## config.mk

```make
export PLATFORM = sky130hd
export DESIGN_NAME = pnnc_ctrl
export DESIGN_NICKNAME = d
export VERILOG_FILES = /design/src/rtl/pnnc_pkg.sv /design/src/rtl/pnnc_ctrl.sv
export SDC_FILE = /design/constraint.sdc
export NUM_CORES = 1
export LEC_CHECK = 0
export BUFFER_PORTS_ARGS = -buffer_cell sky130_fd_sc_hd__buf_2
export CORE_MARGIN = 2
export CORE_UTILIZATION = 50
export CTS_BUF_LIST = sky130_fd_sc_hd__clkbuf_8
export DETAILED_ROUTE_END_ITERATION = 10
export PLACE_DENSITY = 0.78
export SYNTH_ARGS = -nofsm -noshare
export SYNTH_HDL_FRONTEND = slang
export SYNTH_SLANG_ARGS = --single-unit
```

## constraint.sdc

```tcl
create_clock -name i_clk -period 1.8 [get_ports i_clk]
set_input_delay 0.54 -clock i_clk [delete_from_list [all_inputs] [get_ports i_clk]]
set_output_delay 0.54 -clock i_clk [all_outputs]
set_load 0.005 [all_outputs]
```

## src/rtl/pnnc_pkg.sv

```systemverilog
// ----------------------------------------------------------------------------
// pnnc_pkg
// Shared types, widths and controller/datapath command and status groups
// for the polygon Newell normal and centroid unit.
// ----------------------------------------------------------------------------
package pnnc_pkg;

    localparam int POS_W        = 24;   // corner coordinate width
    localparam int NSUM_W       = 59;   // Newell sum width (wraps)
    localparam int CSUM_W       = 33;   // coordinate sum width (wraps)
    localparam int FACE_W       = 16;
    localparam int NRM_W        = 16;   // Q1.14 normal component
    localparam int TOT_W        = 8;
    localparam int CNTX_W       = 17;   // holds the corner count for MAX_CORNERS up to 131070
    localparam int MUL_W        = 32;   // shared multiplier operand width
    localparam int PROD_W       = 64;
    localparam int MAG_SIG_W    = 30;   // normalised magnitude width
    localparam int SQ_W         = 62;   // sum of three squares
    localparam int ROOT_W       = 64;
    localparam int DEN_W        = 32;
    localparam int NUM_W        = 48;   // divider dividend width = steps
    localparam int SQRT_STEPS   = 32;
    localparam int DIV_STEPS    = NUM_W;
    localparam int NRM_FRAC     = 14;
    localparam int NUM_DIVS     = 6;    // three normal, three centroid
    localparam int MAX_CORNERS_DEF = 255;

    typedef logic signed [POS_W-1:0] t_pos;

    typedef struct packed {
        logic       load_in;     // capture accepted corner
        logic       first_ld;    // start a polygon with this corner
        logic       mul_en;      // register shared multiplier output
        logic       mul_sq;      // multiplier squares a magnitude
        logic       edge_first;  // edge runs to first corner (closing edge)
        logic       acc_newell;  // add product to Newell sum
        logic       acc_sq;      // add product to sum of squares
        logic       upd;         // coordinate sum, previous corner, count
        logic       cnt_sat;     // count beyond the limit
        logic       res_clr;
        logic       mag_ld;
        logic       norm_step;
        logic       sq_clr;
        logic       sqrt_init;
        logic       sqrt_step;
        logic       div_ld;
        logic       div_step;
        logic       div_store;
        logic       emit;        // load output register, close polygon
        logic [2:0] idx;
    } t_cmd;

    typedef struct packed {
        logic cnt_zero;
        logic cnt_lt_max;
        logic cnt_ovf;
        logic nsum_zero;
        logic norm_done;
        logic out_busy;
    } t_sts;

endpackage

```

## src/rtl/pnnc_ctrl.sv

```systemverilog
// ----------------------------------------------------------------------------
// pnnc_ctrl
// Sequencer: per-corner edge terms, then normalise, root and divisions.
// ----------------------------------------------------------------------------
module pnnc_ctrl
    import pnnc_pkg::*;
(
    input  logic i_clk,
    input  logic i_rst_n,
    input  logic i_in_valid,
    input  logic i_last_corner,
    output logic o_in_ready,
    input  t_sts i_sts,
    output t_cmd o_cmd
);

    localparam logic [3:0] S_IDLE   = 4'd0;
    localparam logic [3:0] S_DECIDE = 4'd1;
    localparam logic [3:0] S_MUL    = 4'd2;
    localparam logic [3:0] S_ACC    = 4'd3;
    localparam logic [3:0] S_UPD    = 4'd4;
    localparam logic [3:0] S_FIN    = 4'd5;
    localparam logic [3:0] S_NORM   = 4'd6;
    localparam logic [3:0] S_SQ     = 4'd7;
    localparam logic [3:0] S_SQACC  = 4'd8;
    localparam logic [3:0] S_SQRT   = 4'd9;
    localparam logic [3:0] S_DIVLD  = 4'd10;
    localparam logic [3:0] S_DIV    = 4'd11;
    localparam logic [3:0] S_DIVST  = 4'd12;
    localparam logic [3:0] S_OUT    = 4'd13;

    localparam logic [2:0] IDX_LAST_TERM = 3'd2;
    localparam logic [2:0] IDX_FIRST_CTR = 3'd3;
    localparam logic [2:0] IDX_LAST_DIV  = 3'(NUM_DIVS - 1);
    localparam logic [5:0] SQRT_LAST    = 6'(SQRT_STEPS - 1);
    localparam logic [5:0] DIV_LAST     = 6'(DIV_STEPS - 1);

    logic [3:0] r_state, n_state;
    logic [2:0] r_idx, n_idx;
    logic [5:0] r_step, n_step;
    logic       r_last, n_last;
    logic       r_close, n_close;

    always_ff @(posedge i_clk) begin
        if (!i_rst_n) begin
            r_state <= S_IDLE;
            r_idx   <= '0;
            r_step  <= '0;
            r_last  <= 1'b0;
            r_close <= 1'b0;
        end else begin
            r_state <= n_state;
            r_idx   <= n_idx;
            r_step  <= n_step;
            r_last  <= n_last;
            r_close <= n_close;
        end
    end

    assign o_in_ready = (r_state == S_IDLE);

    always_comb begin
        n_state = r_state;
        n_idx   = r_idx;
        n_step  = r_step;
        n_last  = r_last;
        n_close = r_close;
        o_cmd   = '0;
        o_cmd.idx        = r_idx;
        o_cmd.edge_first = r_close;
        unique case (r_state)
            S_IDLE: begin
                if (i_in_valid) begin
                    o_cmd.load_in = 1'b1;
                    n_last  = i_last_corner;
                    n_close = 1'b0;
                    n_state = S_DECIDE;
                end
            end
            S_DECIDE: begin
                n_idx = '0;
                if (i_sts.cnt_zero) begin
                    o_cmd.first_ld = 1'b1;
                    n_state = r_last ? S_FIN : S_IDLE;
                end else if (i_sts.cnt_lt_max) begin
                    n_state = S_MUL;
                end else begin
                    o_cmd.cnt_sat = 1'b1;
                    n_state = r_last ? S_FIN : S_IDLE;
                end
            end
            S_MUL: begin
                o_cmd.mul_en = 1'b1;
                n_state = S_ACC;
            end
            S_ACC: begin
                o_cmd.acc_newell = 1'b1;
                if (r_idx != IDX_LAST_TERM) begin
                    n_idx   = r_idx + 3'd1;
                    n_state = S_MUL;
                end else begin
                    n_idx   = '0;
                    n_state = r_close ? S_FIN : S_UPD;
                end
            end
            S_UPD: begin
                o_cmd.upd = 1'b1;
                if (r_last) begin
                    n_close = 1'b1;
                    n_state = S_MUL;
                end else begin
                    n_state = S_IDLE;
                end
            end
            S_FIN: begin
                o_cmd.res_clr = 1'b1;
                if (i_sts.cnt_ovf) begin
                    n_state = S_OUT;
                end else if (i_sts.nsum_zero) begin
                    n_idx   = IDX_FIRST_CTR;
                    n_state = S_DIVLD;
                end else begin
                    o_cmd.mag_ld = 1'b1;
                    n_state = S_NORM;
                end
            end
            S_NORM: begin
                if (i_sts.norm_done) begin
                    o_cmd.sq_clr = 1'b1;
                    n_idx   = '0;
                    n_state = S_SQ;
                end else begin
                    o_cmd.norm_step = 1'b1;
                end
            end
            S_SQ: begin
                o_cmd.mul_en = 1'b1;
                o_cmd.mul_sq = 1'b1;
                n_state = S_SQACC;
            end
            S_SQACC: begin
                o_cmd.acc_sq = 1'b1;
                if (r_idx != IDX_LAST_TERM) begin
                    n_idx   = r_idx + 3'd1;
                    n_state = S_SQ;
                end else begin
                    n_step  = '0;
                    n_close = 1'b0;
                    n_state = S_SQRT;
                end
            end
            S_SQRT: begin
                // first cycle only seeds the root; the sum is final by now
                if (r_step == '0 && !r_close) begin
                    o_cmd.sqrt_init = 1'b1;
                    n_close = 1'b1;
                end else begin
                    o_cmd.sqrt_step = 1'b1;
                    if (r_step == SQRT_LAST) begin
                        n_idx   = '0;
                        n_state = S_DIVLD;
                    end else begin
                        n_step = r_step + 6'd1;
                    end
                end
            end
            S_DIVLD: begin
                o_cmd.div_ld = 1'b1;
                n_step  = '0;
                n_state = S_DIV;
            end
            S_DIV: begin
                o_cmd.div_step = 1'b1;
                if (r_step == DIV_LAST) begin
                    n_state = S_DIVST;
                end else begin
                    n_step = r_step + 6'd1;
                end
            end
            S_DIVST: begin
                o_cmd.div_store = 1'b1;
                if (r_idx == IDX_LAST_DIV) begin
                    n_state = S_OUT;
                end else begin
                    n_idx   = r_idx + 3'd1;
                    n_state = S_DIVLD;
                end
            end
            S_OUT: begin
                if (!i_sts.out_busy) begin
                    o_cmd.emit = 1'b1;
                    n_state = S_IDLE;
                end
            end
            default: begin
                n_state = S_IDLE;
            end
        endcase
    end

endmodule

```

==> metrics.csv, run 1 <==
stage,metric,value,unit
outcome,run_status,"finished, violations left",
outcome,failed_checks,negative setup slack,
drt,detail_route.first_pass.iterations,5,
drt,drt-met1-wl,2.477,mm
power_and_ir_drop,clkPwrFrac,33.1,%
min_path,hp-class,register to register,
setup_path,worst-endpoint-required,2000,ps
setup_path,cp.arrival,2130,ps
power_and_ir_drop,netSwitchingFraction,33.79,%
power_and_ir_drop,leakagePower,1.025,nW
global_routing,final_global_route_overflow_total,0,
power_and_ir_drop,power.net_switching,0.3119,mW
cells_and_area,final_cell_count_no_fill,297,
drt,dr_total_vias,2099,
synth,register_bit_count_reported_by_yosys,15,
synth,yosys_warnings,0,
cells_and_area,drive_gt1_share,53.01,%
power_and_ir_drop,intPower,0.6110,mW
drt,drt_iter0_markers,287,
power_and_ir_drop,combPwrFrac,29.3,%
global_routing,grt_pass1_vias,1688,
drt,drt-total-wl,6.594,mm
clock_network,tritoncts,yes,
placed_design,io_buffer_count,32,
drt,detail_route_antenna_nets,0,
setup_path,crit_path_max_fanout,4,
timing,fin_worst_hold_slack,476.1,ps
power_and_ir_drop,design_power_total,0.9229,mW
cells_and_area,layout_commonest_cell,sky130_fd_sc_hd__buf_4,
flow_run,timing.max_cap.violations,0,
floorplan,die_x,57.65,µm
power_and_ir_drop,vdd.ir_drop.worst,0.4815,mV
floorplan,die_y,57.65,µm
clock_network,clock_tree.root_cell,sky130_fd_sc_hd__clkbuf_8,
timing,timing.final.setup_violations,16,
drt,drc_violation_count_after_routing,0,
setup_path,reg2reg_slack,-130,ps
clock_network,clk-insertion-delay-late,260,ps
synth,synth.avg_cell_area,7.417,µm²
cells_and_area,diodes_inserted,0,
min_path,cell_depth_of_the_worst_min_delay_path,2,
timing,clock_skew_after_layout,1.193,ps
timing,timing.final.max_slew_violations,0,
clock_network,numCtsBuffers,3,
drt,met2WireLength,2.885,mm
timing,maxClockFrequency,519.0,MHz
clock_network,clk_transition_reported_paths,70,ps
drt,top_layer_used_by_detailed_routing,met4,
clock_network,htree_num_levels,1,
global_routing,grt.total_usage,32.76,%
synth,synthArstFlopShare,0,%
cells_and_area,layout.cells.most_common_list,"41 x sky130_fd_sc_hd__buf_4, 31 x sky130_fd_sc_hd__buf_2, 14 x sky130_fd_sc_hd__nor2_1",
synth,syn_nets,209,
placed_design,placedCellCount,265,
synth,postSynth.topFlopCell,sky130_fd_sc_hd__dfxtp_1,
floorplan,core_area,2734,µm²
timing,finalCritPeriodShare,107.0,%
drt,vias_per_cell,7.067,
timing,unrepaired_setup_endpoints_after_global_routing,true,
setup_path,worst_setup_path_start_kind,register,
floorplan,pin_count,33,
synth,postSynthCellCount,194,
setup_path,critical_path_class,register to register,
clock_network,hold_buffers,0,
floorplan,initial_core_util,52.63,%
timing,timing_hold_violations_final,0,
power_and_ir_drop,sequentialPowerShare,37.7,%
setup_path,worst_r2r_path_depth,7,
global_routing,number_of_antenna_violations_at_the_first_check_in_global_routing,0,
cells_and_area,nets,282,
synth,count_of_flip_flops_with_a_built_in_enable_after_synthesis,0,
placed_design,gp_congestion,0.8478,
clock_network,clk_path_buf_depth,2,
timing,timing.final.crit_period,1927,ps
timing,worst_slack,-126.8,ps
global_routing,grt_pass1_wl,8.459,mm
power_and_ir_drop,power.density,397.2,nW/µm²
setup_path,cp-end-kind,register,
synth,syn_area,1439,µm²
clock_network,clock_sinks,15,
placed_design,dpl.hpwl,2.996,mm
cells_and_area,syn2layout_area_growth,61.48,%
timing,worst_slew_margin_rel,67.73,%
floorplan,row_count,19,
drt,drt-wirelength-per-cell,22.20,µm
floorplan,die_area,3323,µm²
timing,worst_slew_pin_slew,482.6,ps
synth,post_synth_num_cell_types,56,
global_routing,pin_count_of_the_biggest_net_entering_global_routing,21,
drt,met3_wirelength,794,µm
synth,synth-seq-area-share,20.87,%
flip-flops by register name, indices dropped and copies added (netlist names):
| register | flops |
|---|---|
| r_last | 1 |
| r_step | 6 |
| r_state | 4 |
| r_close | 1 |
| r_idx | 3 |
layout make-up:
type | count | area [µm²]
sequential | 15 | 325.3
fill | 137 | 410.4
clock inverter | 1 | 3.754
clock buffer | 3 | 41.29
multi-input combinational | 153 | 1260
timing repair buffer | 83 | 613.1
inverter | 11 | 41.29
tap | 31 | 38.79
final timing paths:
kind / start / end
max reg2reg: r_step[1] / r_step[1]
min reg2reg: r_step[0] / r_step[0]
min: r_step[0] / r_step[0]
max: r_step[1] / r_step[1]
power groups by stage:
stage          Combinational (mW)  Clock (mW)  Sequential, mW
6_report                    0.270       0.305           0.348
4_1_cts                     0.204       0.285           0.347
3_5_place_dp                0.178           0           0.357
2_1_floorplan               0.115           0           0.353
5_1_grt                     0.282       0.311           0.348
3_3_place_gp                0.176           0           0.357
metrics by stage:
stage	util [%]	setup TNS [ps]	area (µm²)	setup WS, ps
2_1_floorplan	-	0	1439	37.95
3_3_place_gp	64.12	0	1753	35.10
3_5_place_dp	64.12	-88.42	1753	-41.17
4_1_cts	75.15	-123.4	2054	-63.52
5_1_grt	84.99	-1740	2323	-176.8
6_report	84.99	-1060	2323	-126.8
cell families (layout without fill, tap and decap cells):
family          count (synthesis)  after routing  share of synthesized area, %
fa+ha+maj                       5              5                         4.348
buf+inv                        26             98                         7.739
compound gates                 62             62                         32.26
flops                          15             15                         20.87
mux                             3              3                         2.174
xor+xnor                        1              1                        0.6088
simple gates                   82             82                         32.00
cell usage after synthesis (all sizes together), types with 3 or more instances:
| library cell | instances | area [µm²] |
|---|---|---|
| dfxtp | 15 | 300.3 |
| o31ai | 3 | 36.28 |
| nor2 | 16 | 60.06 |
| nor3 | 10 | 50.05 |
| nand2 | 7 | 26.28 |
| and3 | 7 | 43.79 |
| buf | 10 | 51.30 |
| inv | 11 | 41.29 |
| nor2b | 9 | 56.30 |
| o21ai | 20 | 100.1 |
| a21oi | 10 | 50.05 |
| nand3 | 8 | 40.04 |
| o211ai | 3 | 22.52 |
| o221a | 3 | 33.78 |
| nand2b | 9 | 56.30 |
| and3b | 3 | 26.28 |
| clkbuf | 5 | 18.77 |
| ha | 5 | 62.56 |
metal layers:
| layer | vias to the layer above | track usage, % |
|---|---|---|
| li1 | 861 | - |
| met1 | 956 | 43.31 |
| met2 | 215 | 49.68 |
| met3 | 67 | 5.357 |
| met4 | 0 | 20.60 |
| met5 | - | 0 |
repair_timing:
action / in CTS / in global routing
pin swaps: 8 / 13
setup buffers: 12 / 15
setup endpoints to repair: 22 / 23
resized for setup: 47 / 32
cloned: 0 / 1
worst max-delay path: stages, from the launching register on:
cell and delay [ps]:
sky130_fd_sc_hd__dfxtp_2 350, sky130_fd_sc_hd__buf_4 130, sky130_fd_sc_hd__ha_4 150, sky130_fd_sc_hd__nand3_2 80, sky130_fd_sc_hd__o31a_1 320, sky130_fd_sc_hd__o31ai_4 390
sky130_fd_sc_hd__mux2_4 330, sky130_fd_sc_hd__nor2b_1 100
Power figures use the tool's default switching activity.
==> run 2, diff against run 1 <==
--- a/config.mk
+++ b/config.mk
@@ -5,12 +5,14 @@
 export SDC_FILE = /design/constraint.sdc
 export NUM_CORES = 1
 export LEC_CHECK = 0
+export ABC_AREA = 1
 export BUFFER_PORTS_ARGS = -buffer_cell sky130_fd_sc_hd__buf_2
 export CORE_MARGIN = 2
 export CORE_UTILIZATION = 50
 export CTS_BUF_LIST = sky130_fd_sc_hd__clkbuf_8
 export DETAILED_ROUTE_END_ITERATION = 10
 export PLACE_DENSITY = 0.78
+export SLEW_MARGIN = 20
 export SYNTH_ARGS = -nofsm -noshare
 export SYNTH_HDL_FRONTEND = slang
 export SYNTH_SLANG_ARGS = --single-unit
==> metrics.csv, run 2 <==
stage,metric,value,unit,change
global_routing,number_of_antenna_violations_at_the_first_check_in_global_routing,0,,unchanged
timing,timing.final.max_slew_violations,0,,unchanged
synth,syn_area,1393,µm²,-3.2%
drt,drc_violation_count_after_routing,0,,unchanged
synth,count_of_flip_flops_with_a_built_in_enable_after_synthesis,0,,unchanged
cells_and_area,top_regs,"r_step (6), r_state (4), r_idx (3)",,
global_routing,pin_count_of_the_biggest_net_entering_global_routing,14,,-33%
cells_and_area,largest_reg_flops,6,,unchanged
placed_design,gp_congestion,0.9836,,+16%
drt,vias_per_cell,5.379,,-24%
placed_design,dpl.hpwl,3.081,mm,+2.8%
setup_path,critical_path_class,register to output pin,,
floorplan,initial_core_util,51.39,%,-1.2 points
power_and_ir_drop,combPwrFrac,68.8,%,+39 points
floorplan,core_area,2710,µm²,-0.87%
clock_network,clock_sinks,15,,unchanged
timing,worst_slew_margin_rel,81.78,%,+14 points
cells_and_area,layout.cells.most_common_list,"53 x sky130_fd_sc_hd__nand2_1, 39 x sky130_fd_sc_hd__nor2_1, 32 x sky130_fd_sc_hd__buf_2",,
drt,dr_total_vias,1759,,-16%
cells_and_area,drive_gt1_share,36.49,%,-17 points
drt,detail_route.first_pass.iterations,5,,unchanged
clock_network,hold_buffers,0,,unchanged
setup_path,worst_setup_path_start_kind,register,,
min_path,cell_depth_of_the_worst_min_delay_path,3,,+1
timing,fin_worst_hold_slack,505.6,ps,+29.54 ps
setup_path,worstSetupStartpoint,r_step[1],,
floorplan,die_y,56.78,µm,-1.5%
synth,synthArstFlopShare,0,%,unchanged
timing,clock_skew_after_layout,8.892,ps,+7.699 ps
synth,synth-seq-area-share,21.56,%,+0.69 points
synth,syn_nets,262,,+25%
timing,worst_slack,-3.794,ps,+123.0 ps
flow_run,timing.max_cap.violations,0,,unchanged
clock_network,clock_tree.root_cell,sky130_fd_sc_hd__clkbuf_8,,
power_and_ir_drop,clkPwrFrac,9.3,%,-24 points
clock_network,tritoncts,yes,,
timing,timing.final.crit_period,1804,ps,-123.0 ps
setup_path,worst_r2r_path_depth,10,,+3
synth,register_bit_count_reported_by_yosys,15,,unchanged
synth,netlist_top_cells_count,"59 x sky130_fd_sc_hd__nand2_1, 48 x sky130_fd_sc_hd__nor2_1, 30 x sky130_fd_sc_hd__inv_1, 19 x sky130_fd_sc_hd__nand3_1, 15 x sky130_fd_sc_hd__dfxtp_1",,
setup_path,cp.arrival,1260,ps,-870 ps
power_and_ir_drop,netSwitchingFraction,51.96,%,+18 points
setup_path,cp-end-kind,output pin,,
synth,postSynthCellCount,247,,+27%
global_routing,grt.total_usage,25.90,%,-6.9 points
global_routing,grt_pass1_vias,1523,,-9.8%
timing,maxClockFrequency,554.4,MHz,+6.8%
power_and_ir_drop,leakagePower,0.9691,nW,-5.5%
placed_design,pre_cts_slack,7.045,ps,+48.21 ps
setup_path,worst-endpoint-required,1260,ps,-740 ps
outcome,run_status,"finished, violations left",,
cells_and_area,syn2layout_area_growth,35.94,%,
min_path,hp-class,primary input to register,,
cells_and_area,nets,312,,+11%
cells_and_area,fillCellCount,242,,+77%
timing,timing.final.setup_violations,1,,-15
cells_and_area,layout_commonest_cell,sky130_fd_sc_hd__nand2_1,,
drt,drt-total-wl,4.245,mm,-36%
drt,detail_route_antenna_nets,0,,unchanged
synth,postSynth.topFlopCell,sky130_fd_sc_hd__dfxtp_1,,
global_routing,final_global_route_overflow_total,0,,unchanged
synth,post_synth_num_cell_types,27,,-52%
drt,drt-wirelength-per-cell,12.98,µm,-42%
synth,most_common_cell_in_the_netlist,sky130_fd_sc_hd__nand2_1,,
power_and_ir_drop,power.density,1562,nW/µm²,+290%
min_path,hold_path_startpoint,i_last_corner,,
synth,ys_top_cells_by_area,"sky130_fd_sc_hd__dfxtp_1 22%, sky130_fd_sc_hd__nand2_1 16%, sky130_fd_sc_hd__nor2_1 13%, sky130_fd_sc_hd__inv_1 8.1%, sky130_fd_sc_hd__nand3_1 6.8%",,
synth,synth.avg_cell_area,5.638,µm²,-24%
timing,finalCritPeriodShare,100.2,%,-6.8 points
clock_network,clk-insertion-delay-late,260,ps,about the same
timing,timing_hold_violations_final,0,,unchanged
setup_path,regToRegStartpoint,r_idx[1],,
drt,drt_iter0_markers,123,,-57%
outcome,failed_checks,negative setup slack,,
power_and_ir_drop,intPower,1.421,mW,+130%
cells_and_area,registers.top_by_ff_count,r_step,,
floorplan,row_count,19,,unchanged
power_and_ir_drop,design_power_total,2.957,mW,+220%
cells_and_area,area_taken_by_multi_input_logic_gates,1050,µm²,-17%
clock_network,htree_num_levels,1,,unchanged
power_and_ir_drop,power.net_switching,1.537,mW,+390%
floorplan,die_x,56.78,µm,-1.5%
global_routing,grt_pass1_wl,6.582,mm,-22%
cells_and_area,diodes_inserted,0,,unchanged
power_and_ir_drop,sequentialPowerShare,21.9,%,-16 points
power_and_ir_drop,vdd.ir_drop.worst,1.153,mV,+140%
placed_design,io_buffer_count,32,,unchanged
synth,synth_area_leader_cell,sky130_fd_sc_hd__dfxtp_1,,
timing,unrepaired_setup_endpoints_after_global_routing,true,,
synth,yosys_warnings,0,,unchanged
timing,fin_setup_tns,-3.794,ps,+1056 ps
clock_network,numCtsBuffers,3,,unchanged
setup_path,crit_path_max_fanout,3,,-1
floorplan,pin_count,33,,unchanged
floorplan,die_area,3223,µm²,-3.0%
clock_network,clk_transition_reported_paths,70,ps,about the same
timing,worst_slew_pin_slew,273.2,ps,-209.4 ps
clock_network,clk_path_buf_depth,2,,unchanged
synth,yosys.area.top_type_share,21.56,%,+0.69 points
cells_and_area,final-seq-area,317.8,µm²,-2.3%
## run 2: timing repair
| item | CTS | global route |
|---|---|---|
| setup endpoints to repair | 13 | 27 |
| pin swaps | 4 | 10 |
| buffers inserted | 6 | 4 |
| gates resized for setup | 23 | 27 |
## run 2: critical path, stage by stage, from the launching register on
cell                      delay, ps
sky130_fd_sc_hd__dfxtp_2        330
sky130_fd_sc_hd__inv_2           60
sky130_fd_sc_hd__ha_4           120
sky130_fd_sc_hd__inv_2           30
sky130_fd_sc_hd__nor2_2          80
sky130_fd_sc_hd__nand3_2        120
sky130_fd_sc_hd__nand2_2        110
sky130_fd_sc_hd__inv_1           40
sky130_fd_sc_hd__buf_2          110
## run 2: cell families after synthesis
kind of cell               synth area share (%)
and+or+nand+nor                           49.78
adders and majority gates                 4.492
buffers and inverters                     11.86
AOI/OAI and AO/OA                         11.68
DFF                                       21.56
xor gates and xnor gates                 0.6290
## run 2: layout make-up
class | instances | share of cell area (%)
well taps | 31 | 2.049
multi-input cells | 191 | 55.45
clock inverters | 1 | 0.1983
clock buffers | 3 | 2.181
repair buffers | 49 | 15.60
flip-flops and latches | 15 | 16.79
inverters | 37 | 7.733
## run 2: routing by layer
metal	routed length, µm	track usage [%]	vias up	part of all wire, %
li1	-	-	881	-
met1	1801	32.21	779	42
met2	2050	44.02	82	48
met3	276	3.456	17	6.5
met4	116	11.96	0	2.7
met5	0	0	-	0
## run 2: worst paths after layout
path / to / slack, ps
worst max register to register: r_step[0] / 170
worst max-delay path: o_cmd[7] / -4
worst min-delay path: r_last / 510
worst min register to register: r_step[3] / 550
## run 2: power groups by stage
stage                     Clock [mW]  Combinational, mW  Sequential (mW)
final                          0.275               2.03            0.647
after global routing           0.292               2.26            0.656
after CTS                      0.281               1.80            0.597
after detailed placement           0               1.62            0.590
after global placement             0               1.61            0.587
after floorplan                    0               1.22            0.551
## run 2: stage by stage
| stage | cell area (µm²) | cells | utilization [%] |
|---|---|---|---|
| floorplan | 1393 | 247 | - |
| global placement | 1618 | 313 | 59.70 |
| detailed placement | 1618 | 313 | 59.70 |
| CTS | 1768 | 323 | 65.24 |
| global route | 1893 | 327 | 69.85 |
| finish | 1893 | 327 | 69.85 |
==> run 3, diff against run 2 <==
--- a/config.mk
+++ b/config.mk
@@ -11,7 +11,7 @@
 export CORE_UTILIZATION = 50
 export CTS_BUF_LIST = sky130_fd_sc_hd__clkbuf_8
 export DETAILED_ROUTE_END_ITERATION = 10
-export PLACE_DENSITY = 0.78
+export PLACE_DENSITY = 0.83
 export SLEW_MARGIN = 20
 export SYNTH_ARGS = -nofsm -noshare
 export SYNTH_HDL_FRONTEND = slang
==> metrics.csv, run 3 (synthesis results as in run 2) <==
stage,metric,value,unit,change
cells_and_area,diodes_inserted,0,,unchanged
global_routing,grt_pass1_vias,1519,,-0.26%
drt,dr_total_vias,1770,,+0.63%
setup_path,critical_path_class,register to output pin,,
placed_design,placedCellCount,313,,unchanged
clock_network,clk_transition_reported_paths,60,ps,about the same
cells_and_area,drive_gt1_share,39.39,%,+2.9 points
timing,worst_slack,-23.68,ps,-19.89 ps
min_path,hp-class,primary input to register,,
floorplan,row_count,19,,unchanged
outcome,run_status,"finished, violations left",,
power_and_ir_drop,leakagePower,0.9985,nW,+3.0%
setup_path,crit_path_max_fanout,5,,+2
setup_path,cp_slowest_cell,sky130_fd_sc_hd__dfxtp_4,,
timing,timing.final.crit_period,1824,ps,+19.89 ps
floorplan,core_area,2710,µm²,unchanged
cells_and_area,layout.cells.most_common_list,"50 x sky130_fd_sc_hd__nand2_1, 36 x sky130_fd_sc_hd__nor2_1, 32 x sky130_fd_sc_hd__buf_2",,
clock_network,tritoncts,yes,,
placed_design,gp_congestion,0.9844,,about the same
timing,clock_skew_after_layout,3.186,ps,-5.706 ps
setup_path,slowest_delay,380,ps,+50 ps
clock_network,clock_sinks,15,,unchanged
clock_network,clock_tree.root_cell,sky130_fd_sc_hd__clkbuf_8,,
drt,drt-total-wl,4.397,mm,+3.6%
drt,drt-wirelength-per-cell,13.41,µm,+3.3%
cells_and_area,final_core_util,73.08,%,+3.2 points
cells_and_area,largest_reg_flops,6,,unchanged
setup_path,cp.arrival,1280,ps,+20 ps
global_routing,pin_count_of_the_biggest_net_entering_global_routing,14,,unchanged
drt,drt_iter0_markers,112,,-8.9%
floorplan,die_area,3223,µm²,unchanged
placed_design,dpl.hpwl,2.963,mm,-3.8%
drt,detail_route_antenna_nets,0,,unchanged
clock_network,clk-insertion-delay-late,250,ps,about the same
floorplan,initial_core_util,51.39,%,unchanged
cells_and_area,layout_commonest_cell,sky130_fd_sc_hd__nand2_1,,
drt,vias_per_cell,5.396,,+0.32%
cells_and_area,registers.top_by_ff_count,r_step,,
cells_and_area,syn2layout_area_growth,42.23,%,
floorplan,die_y,56.78,µm,unchanged
timing,worst_slew_margin_rel,81.26,%,-0.53 points
timing,finalCritPeriodShare,101.3,%,+1.1 points
outcome,failed_checks,negative setup slack,,
global_routing,number_of_antenna_violations_at_the_first_check_in_global_routing,0,,unchanged
flow_run,timing.max_cap.violations,0,,unchanged
cells_and_area,final_cell_count_no_fill,328,,+0.31%
cells_and_area,top_regs,"r_step (6), r_state (4), r_idx (3)",,
cells_and_area,fillCellCount,215,,-11%
timing,unrepaired_setup_endpoints_after_global_routing,true,,
drt,detail_route.first_pass.iterations,4,,-1
global_routing,final_global_route_overflow_total,0,,unchanged
timing,fin_worst_hold_slack,513.1,ps,+7.488 ps
setup_path,cp-end-kind,output pin,,
cells_and_area,nets,313,,+0.32%
timing,timing.final.max_slew_violations,0,,unchanged
floorplan,die_x,56.78,µm,unchanged
timing,timing_hold_violations_final,0,,unchanged
global_routing,grt.total_usage,26.86,%,+0.96 points
setup_path,worst_setup_path_start_kind,register,,
timing,worst_slew_pin_slew,280.7,ps,+7.552 ps
timing,maxClockFrequency,548.3,MHz,-1.1%
clock_network,clk_path_buf_depth,2,,unchanged
clock_network,htree_num_levels,1,,unchanged
setup_path,worstPathCellList,buf_4 > nor2_2 > nand2_2 > nor2_4 > buf_2,,
drt,drc_violation_count_after_routing,0,,unchanged
setup_path,worst-endpoint-required,1260,ps,about the same
power_and_ir_drop,design_power_total,3.194,mW,+8.0%
timing,fin_setup_tns,-25.28,ps,-21.48 ps
floorplan,pin_count,33,,unchanged
placed_design,io_buffer_count,32,,unchanged
power_and_ir_drop,power.density,1613,nW/µm²,+3.2%
power_and_ir_drop,vdd.ir_drop.worst,1.224,mV,+6.1%
clock_network,numCtsBuffers,3,,unchanged
timing,timing.final.setup_violations,2,,+1
global_routing,grt_pass1_wl,6.748,mm,+2.5%
-- run 3: cell types whose count changed in the layout (fill, tap and decap cells not counted), sizes merged --
| cell | change |
|---|---|
| buf | +1 |
-- run 3: layer usage --
| layer | track usage (%) | share of wire [%] |
|---|---|---|
| met1 | 32.91 | 41 |
| met2 | 44.35 | 49 |
| met3 | 4.839 | 6.1 |
| met4 | 14.29 | 4.1 |
| met5 | 0 | 0 |
-- run 3: critical path, delay by kind of cell (launching register included) --
family                 cells  cell delay (ps)
DFF                        1              380
and+or+nand+nor            3              370
buffers and inverters      2              290
-- run 3: path summary, 6_finish.rpt --
check	slack, ps	depth (start not counted)	to	startpoint
worst max-delay path	-20	5	o_cmd[8]	r_state[2]
worst min-delay path	510	3	r_last	i_last_corner
worst max register to register	140	11	r_step[5]	r_idx[0]
worst min register to register	560	2	r_step[3]	r_step[3]
-- run 3: what timing repair did --
action	in CTS	in global routing
gates cloned	0	0
hold buffers	0	0
pin swaps	7	13
hold endpoints to repair	0	0
gates resized for setup	28	41
setup buffers	6	5
setup endpoints to repair	16	22
-- run 3: per-stage QoR --
stage / setup slack (ps) / instance area, µm²
final: -23.68 / 1981
after global routing: -80.23 / 1981
after CTS: -18.50 / 1794
after detailed placement: -50.00 / 1618
after global placement: -23.49 / 1618
after floorplan: 223.8 / 1393
-- run 3: area by class of cell --
type                            count  area [µm²]  area share [%]
Tap cell                           31       38.79           1.958
Inverter                           37       151.4           7.644
Multi-Input combinational cell    191        1114           56.22
Timing Repair Buffer               50       311.5           15.73
Clock inverter                      1       3.754          0.1895
Clock buffer                        3       41.29           2.085
Sequential cell                    15       320.3           16.17
-- run 3: power by group --
group | internal [mW] | switching [mW]
Combinational | 0.895 | 1.36
Clock | 0.151 | 0.121
Sequential | 0.474 | 0.196
Total | 1.52 | 1.67
